### src/hdl/particle_force_euler_integrator_defines.svh
// ----------------------------------------------------------------------------
// Particle force Euler integrator: assertion macros
// Concurrent assertion shorthands clocked on clk_i, disabled during reset.
// ----------------------------------------------------------------------------
`ifndef PARTICLE_FORCE_EULER_INTEGRATOR_DEFINES_SVH
`define PARTICLE_FORCE_EULER_INTEGRATOR_DEFINES_SVH

// same-cycle implication
`define PFEI_ASSERT(lbl, ante, cons, msg) \
  lbl: assert property (@(posedge clk_i) disable iff (!rst_ni) (ante) |-> (cons)) \
    else $error(msg);

// next-cycle implication
`define PFEI_ASSERT_NXT(lbl, ante, cons, msg) \
  lbl: assert property (@(posedge clk_i) disable iff (!rst_ni) (ante) |=> (cons)) \
    else $error(msg);

`endif

### src/hdl/pfei_pkg.sv
// ----------------------------------------------------------------------------
// Particle force Euler integrator: package
// Widths, codes, reset values and shared types for the integrator and its divider.
// ----------------------------------------------------------------------------
package pfei_pkg;

  localparam int DATA_W      = 32;
  localparam int Q_FRAC      = 16;
  localparam int FORCE_SLOTS = 16;
  localparam int SLOT_W      = (FORCE_SLOTS > 1) ? $clog2(FORCE_SLOTS) : 1;
  localparam int CNT_W       = $clog2(FORCE_SLOTS + 1);
  localparam int SUM_W       = DATA_W + CNT_W;
  localparam int PROD_W      = 2 * DATA_W;
  localparam int DIVD_W      = DATA_W + Q_FRAC;
  localparam int DIV_CNT_W   = $clog2(DIVD_W + 1);

  localparam int ACTION_W  = 3;
  localparam int INDEX_W   = 4;
  localparam int STATUS_W  = 2;
  localparam int CFG_IDX_W = 3;

  localparam logic [CNT_W-1:0] SLOTS_CNT = CNT_W'(FORCE_SLOTS);

  localparam logic [DATA_W-1:0] MASS_RST    = 32'h0001_0000;
  localparam logic [DATA_W-1:0] DAMPING_RST = 32'h0000_0000;
  localparam logic [DATA_W-1:0] TSTEP_RST   = 32'd655;
  localparam logic              KINETIC_RST = 1'b1;

  localparam logic signed [DATA_W-1:0] S32_MAX = {1'b0, {(DATA_W-1){1'b1}}};
  localparam logic signed [DATA_W-1:0] S32_MIN = {1'b1, {(DATA_W-1){1'b0}}};
  localparam logic [DIVD_W-1:0] Q_POS_LIM = DIVD_W'(S32_MAX);
  localparam logic [DIVD_W-1:0] Q_NEG_LIM = DIVD_W'(S32_MAX) + DIVD_W'(1);

  typedef enum logic [ACTION_W-1:0] {
    ACT_STEP      = 3'd0,
    ACT_APPEND    = 3'd1,
    ACT_OVERWRITE = 3'd2,
    ACT_REMOVE    = 3'd3,
    ACT_LOAD_POS  = 3'd4,
    ACT_LOAD_VEL  = 3'd5
  } action_e;

  typedef enum logic [STATUS_W-1:0] {
    ST_OK        = 2'd0,
    ST_BAD_INDEX = 2'd1,
    ST_ZERO_MASS = 2'd2
  } status_e;

  typedef enum logic [CFG_IDX_W-1:0] {
    CFG_MASS      = 3'd0,
    CFG_DAMPING   = 3'd1,
    CFG_TIME_STEP = 3'd2,
    CFG_KINETIC   = 3'd3
  } cfg_idx_e;

  typedef enum logic [3:0] {
    S_IDLE,
    S_EXEC,
    S_SUM,
    S_NET,
    S_DIV_GO,
    S_DIV,
    S_ACC,
    S_MUL_V,
    S_VEL,
    S_MUL_P,
    S_POS,
    S_SHIFT_RD,
    S_SHIFT_WR,
    S_DONE
  } state_e;

  typedef struct packed {
    logic              start;
    logic [DIVD_W-1:0] dividend;
    logic [DATA_W-1:0] divisor;
  } div_req_t;

  typedef struct packed {
    logic              busy;
    logic              done;
    logic [DIVD_W-1:0] quotient;
  } div_rsp_t;

endpackage

### src/hdl/pfei_div.sv
// ----------------------------------------------------------------------------
// Particle force Euler integrator: serial divider
// Restoring unsigned divider, one quotient bit per cycle.
// ----------------------------------------------------------------------------
module pfei_div (
  input  logic               clk_i,
  input  logic               rst_ni,
  input  pfei_pkg::div_req_t req_i,
  output pfei_pkg::div_rsp_t rsp_o
);

  logic                              busy_q, done_q;
  logic [pfei_pkg::DIV_CNT_W-1:0]    cnt_q;
  logic [pfei_pkg::DATA_W-1:0]       rem_q;
  logic [pfei_pkg::DIVD_W-1:0]       quo_q;
  logic [pfei_pkg::DATA_W-1:0]       dvs_q;

  logic [pfei_pkg::DATA_W:0]         rem_sh;
  logic [pfei_pkg::DATA_W+1:0]       diff;
  logic                              ge;

  assign rem_sh = {rem_q, quo_q[pfei_pkg::DIVD_W-1]};
  assign diff   = {1'b0, rem_sh} - {2'b00, dvs_q};
  assign ge     = !diff[pfei_pkg::DATA_W+1];

  always_ff @(posedge clk_i or negedge rst_ni) begin
    if (!rst_ni) begin
      busy_q <= 1'b0;
      done_q <= 1'b0;
      cnt_q  <= '0;
    end else begin
      done_q <= busy_q && (cnt_q == pfei_pkg::DIV_CNT_W'(1));
      if (req_i.start) begin
        busy_q <= 1'b1;
        cnt_q  <= pfei_pkg::DIV_CNT_W'(pfei_pkg::DIVD_W);
      end else if (busy_q) begin
        cnt_q <= cnt_q - pfei_pkg::DIV_CNT_W'(1);
        if (cnt_q == pfei_pkg::DIV_CNT_W'(1)) begin
          busy_q <= 1'b0;
        end
      end
    end
  end

  // remainder stays below the divisor, so the low word is enough
  always_ff @(posedge clk_i) begin
    if (req_i.start) begin
      rem_q <= '0;
      quo_q <= req_i.dividend;
      dvs_q <= req_i.divisor;
    end else if (busy_q) begin
      rem_q <= ge ? diff[pfei_pkg::DATA_W-1:0] : rem_sh[pfei_pkg::DATA_W-1:0];
      quo_q <= {quo_q[pfei_pkg::DIVD_W-2:0], ge};
    end
  end

  assign rsp_o = '{busy: busy_q, done: done_q, quotient: quo_q};

endmodule

### config.mk
export PLATFORM = sky130hd
export DESIGN_NAME = pfei_div
export DESIGN_NICKNAME = d
export VERILOG_FILES = /design/src/hdl/particle_force_euler_integrator_defines.svh /design/src/hdl/pfei_pkg.sv /design/src/hdl/pfei_div.sv
export SDC_FILE = /design/constraint.sdc
export NUM_CORES = 1
export LEC_CHECK = 0
export ABC_AREA = 1
export BUFFER_PORTS_ARGS = -buffer_cell sky130_fd_sc_hd__buf_2
export CORE_UTILIZATION = 40
export CTS_CLUSTER_DIAMETER = 60
export DETAILED_ROUTE_END_ITERATION = 7
export REMOVE_ABC_BUFFERS = 1
export SETUP_SLACK_MARGIN = 0.4
export SLEW_MARGIN = 15
export SYNTH_ARGS = -nofsm -noshare
export SYNTH_HDL_FRONTEND = slang
export SYNTH_SLANG_ARGS = --single-unit
### constraint.sdc
create_clock -name clk_i -period 3.88 [get_ports clk_i]
set_input_delay 0 -clock clk_i [delete_from_list [all_inputs] [get_ports clk_i]]
set_output_delay 0 -clock clk_i [all_outputs]
set_load 0.005 [all_outputs]
-- Word-level counts from Yosys, hierarchy flattened
Index checks and enable logic that the tools add are counted.
- $add $sub $neg: 2
- eq/ne operators: 1
- muxes and demuxes: 8
- reductions and logical operators: 3
- operators by type and width (kind ; count):
    2-to-1 mux 48 bit ; 2
    subtractor 33 x 32 -> 34 bit ; 1
    2-to-1 mux 32 bit ; 1
    2-to-1 mux 6 bit ; 2
    equality test 6 x 1 -> 1 bit (second input constant) ; 1
    subtractor 6 x 1 -> 6 bit (second input constant) ; 1
    2-to-1 mux 1 bit ; 3
    nonzero test 2 bit ; 1
    logical AND 1 bit ; 1
    logical NOT 1 bit ; 1
- register bits: 120
- bits of input ports: 83
- logic and storage cells: 20

-- Longest topological paths before layout
- word-level depth: 4
- depth in mapped cells: 17
- mapped depth without buffers: 16

-- Worst setup path after synthesis
OpenSTA, ideal clock, no wires.
- path type: reg-to-reg
- from: register busy_q
- to: register quo_q[0] (netlist name) (enable)
- setup time: 0.432 ns
- arrival time: 2.088 ns
- required time: 3.448 ns
- slack: 1.360 ns
- cell stages (with the launch flop): 4
- path buffers: 1
- path through: dfrtp_1 -> nor2_1 -> inv_1 -> clkbuf_1
- word-level cells in the longest chain between the ends: 1
- RTL lines (what ; RTL line ; source):
    start: declaration ; pfei_div.sv:12 ; logic busy_q, done_q;
    start signal: assignment ; pfei_div.sv:28 ; busy_q <= 1'b0;
    start signal: assignment ; pfei_div.sv:34 ; busy_q <= 1'b1;
    start signal: assignment ; pfei_div.sv:39 ; busy_q <= 1'b0;
    nonzero test 2 bit (no source line) ; n/a ;
    end signal: assignment ; pfei_div.sv:49 ; quo_q <= req_i.dividend;
    end signal: assignment ; pfei_div.sv:53 ; quo_q <= {quo_q[pfei_pkg::DIVD_W-2:0], ge};
    end: declaration ; pfei_div.sv:15 ; logic [pfei_pkg::DIVD_W-1:0] quo_q;
No other way between the ends.
A chain may end at the register's enable or synchronous reset.

-- Worst setup path in the final report
- from: register dvs_q[24] (netlist name)
- to: register rem_q[7] (netlist name)
- word-level cells in the longest chain between the ends: 2
- RTL lines (what ; RTL line ; source):
    start: declaration ; pfei_div.sv:16 ; logic [pfei_pkg::DATA_W-1:0] dvs_q;
    start signal: assignment ; pfei_div.sv:50 ; dvs_q <= req_i.divisor;
    subtractor 33 x 32 -> 34 bit ; pfei_div.sv:23 ; assign diff = {1'b0, rem_sh} - {2'b00, dvs_q};
    2-to-1 mux 32 bit ; pfei_div.sv:52 ; rem_q <= ge ? diff[pfei_pkg::DATA_W-1:0] : rem_sh[pfei_pkg::DATA_W-1:0];
    end signal: assignment ; pfei_div.sv:52 ;
    end: declaration ; pfei_div.sv:14 ; logic [pfei_pkg::DATA_W-1:0] rem_q;
No other way between the ends.

==> results.ini <==
[job]
cap_violations=0

[synth]
yosys.area.top_type=edfxtp_1
syn_area_mm2=0.00757
synth_enable_flop_cells=80
ys_seq_elements=120
netlist.area_leader.share=0.317
syn_avg_cell_area_um2=7.16
synthCells=1058
seq_area_frac_synth=0.428
synth_area_leaders=edfxtp_1, nand2_1, dfxtp_1, inv_1, ha_1
ys_warn_count=0
synthDistinctLibCells=37
async_reset_ff_frac=0.0667
synth_ff_type=edfxtp_1

[clock_tree]
cts_buffer_depth=2
clock_latency_ns=0.43
cts_tree=done
post_cts_buffers=0
path_clk_slew_ns=0.06
cts.htree.levels=4
cts_buffers=17
ctsResizeCount=0
numClockSinks=120
root_buffer=clkbuf_16

[final_layout]
diodes=0
finalNetCount=1385
syn2layout_area_growth_pct=30.1
fin_cells=1509
drive_above_1_share=0.154

[grt]
antenna_found_initial=0
grt_pass1_vias=6976
grt-ovfl-total=0
grt_usage=0.219
grt_pass1_wl_um=33900
grt_max_degree=49

[placed_design]
io_buffers=132
dp_hpwl_um=14100
place_worst_setup_slack_ns=1.27
place_congestion=0.923
dp.cells=1395

[pwr]
ir_drop_uv=337
p_total_mw=5.60
internal_power_mw=3.50
power.density_mw_per_mm2=569
seqPwrFrac=0.304
switchingPower_mw=2.10
combPwrFrac=0.392
pwr-share-clk=0.303
p_sw_frac=0.375
leakagePower_nw=5.26

[sta]
setup_ws_ns=1.30
fin_crit_sh=0.666
finalSetupViolations=0
max_freq_mhz=387
tns_ns=0
clock_skew_ns=0.0127
rsz0062_at_grt=no
min_period_ns=2.58
tightest_slew_ns=0.880
slew_viol_final=0
finalHoldViolCount=0
maxSlewHeadroom=0.412

[detailed_routing]
ant_nets=0
dr.pass1.iters=4
totalWireLength_um=20100
drcViolationCount=0
viasPerCell=4.70
vias=7091
drt_iter0_markers=352
wl_per_cell_um=13.3

[worst_setup_path]
cp-start-kind=flip-flop
crit_required_ns=4.24
critPathLaunch=dvs_q[24]$_DFFE_PP_
cp_max_fo=35
worstSetupPathType=flip-flop to flip-flop
r2r-start=dvs_q[24]$_DFFE_PP_
cp-end-kind=flip-flop
arrival_ns=2.94

[die]
die_h_um=140
die_w_um=140
rows=49
core_region_area_mm2=0.0183
dieArea_mm2=0.0195
ios=133
start_util=0.414

[outcome]
outcome=completed

[min_path]
hp-class=primary input to flip-flop
hold_start=req_i[80]

[metal layers]
metal,GRT usage,routed length [um],vias up
li1,-,-,3707
met1,0.285,9600,3172
met2,0.360,9050,187
met3,0.0547,1140,25
met4,0.0642,332,0
met5,0,0,-
[synthesized netlist by cell type, drive strengths merged (2+ instances only)]
master	instances
dfxtp	32
clkbuf	16
a21oi	22
nor2	54
o21bai	2
dfrtp	8
edfxtp	80
nand2	470
nand3b	21
nor3	6
o21ai	16
xnor2	13
ha	34
nand4	8
inv	176
buf	12
nor4	2
nand3	79
[cells by family after synthesis]
logic type,count (synthesis),share of synthesized area
xor+xnor,14,0.0162
simple gates,641,0.358
compound gates,43,0.0307
flops,120,0.428
buf+inv,205,0.108
fa+ha+maj,35,0.0588
[area by class of cell]
| cell class | instances | area (um2) |
|---|---|---|
| Clock buffer | 18 | 429 |
| Clock inverter | 14 | 196 |
| Fill cell | 1796 | 8420 |
| Inverter | 177 | 664 |
| Multi-Input combinational cell | 733 | 3520 |
| Sequential cell | 120 | 3240 |
| Tap cell | 229 | 287 |
| Timing Repair Buffer | 218 | 1510 |
[registers in the layout, indices dropped and copies added (netlist names)]
| name | count |
|---|---|
| busy_q | 1 |
| cnt_q | 6 |
| done_q | 1 |
| dvs_q | 32 |
| quo_q | 48 |
| rem_q | 32 |
[repair_timing]
item,4_1_cts,5_1_grt
setup endpoints to repair,0,0
hold buffers,82,0
hold endpoints to repair,88,0
[placed cells by master, fill, tap and decap left out, types with 2 or more instances in the layout]
cell type / n
a21oi_2: 2
nand3_1: 77
nor3_2: 2
edfxtp_1: 80
dfrtp_1: 8
nand4_1: 8
o21bai_1: 2
ha_1: 34
nand2_1: 461
clkinvlp_4: 2
nor3_1: 4
nor2_2: 2
dlygate4sd3_1: 82
nand2_2: 7
nand3_2: 2
o21ai_1: 11
bufinv_16: 4
clkinv_1: 2
clkbuf_16: 17
dfxtp_1: 32
buf_2: 131
nand2_4: 2
o21ai_0: 5
nor2_1: 48
nor4_1: 2
nor2_4: 3
inv_6: 3
nand3b_1: 21
inv_1: 166
a21oi_1: 20
xnor2_1: 13
clkinv_4: 3
inv_2: 10
buf_4: 5
[critical path, stage by stage, from the launching register on]
cell and delay [ns]:
edfxtp_1 0.32, inv_1 0.04, ha_1 0.35, nand2_2 0.13, inv_2 0.05, nand2_1 0.07
nand3_2 0.08, a21oi_2 0.23, nor2_4 0.08, nor2_8 0.44, nand2_4 0.33, nand2_1 0.14
nand3_1 0.12, o21ai_1 0.13
[final timing paths]
check | to | slack [ns] | cells after the start
max | rem_q[7]$_SDFFE_PP0P_ | 1.30 | 13
max reg2reg | rem_q[7]$_SDFFE_PP0P_ | 1.30 | 13
min in group asynchronous | busy_q$_DFF_PN0_ | 0.54 | 3
min | dvs_q[15]$_DFFE_PP_ | 0.08 | 1
min reg2reg | rem_q[21]$_SDFFE_PP0P_ | 0.47 | 2
max in group asynchronous | cnt_q[5]$_DFFE_PN0P_ | 3.07 | 3
[power groups by stage]
stage / combinational, mW / clock [mW] / sequential, mW
after floorplan: 1.59 / 0 / 1.71
after global routing: 2.51 / 1.79 / 1.74
final: 2.20 / 1.70 / 1.71
after detailed placement: 2.12 / 0 / 1.73
after global placement: 2.11 / 0 / 1.72
after CTS: 2.20 / 1.73 / 1.71
[stage by stage]
stage          area (um2)  utilization  hold slack, ns
2_1_floorplan        7420            -          -0.296
4_1_cts              9850        0.539          0.0777
3_5_place_dp         8400        0.460          -0.142
6_report             9850        0.539          0.0752
5_1_grt              9850        0.539          0.0914
3_3_place_gp         8400        0.460          -0.144
No activity file was read; power rests on OpenSTA's default activity.
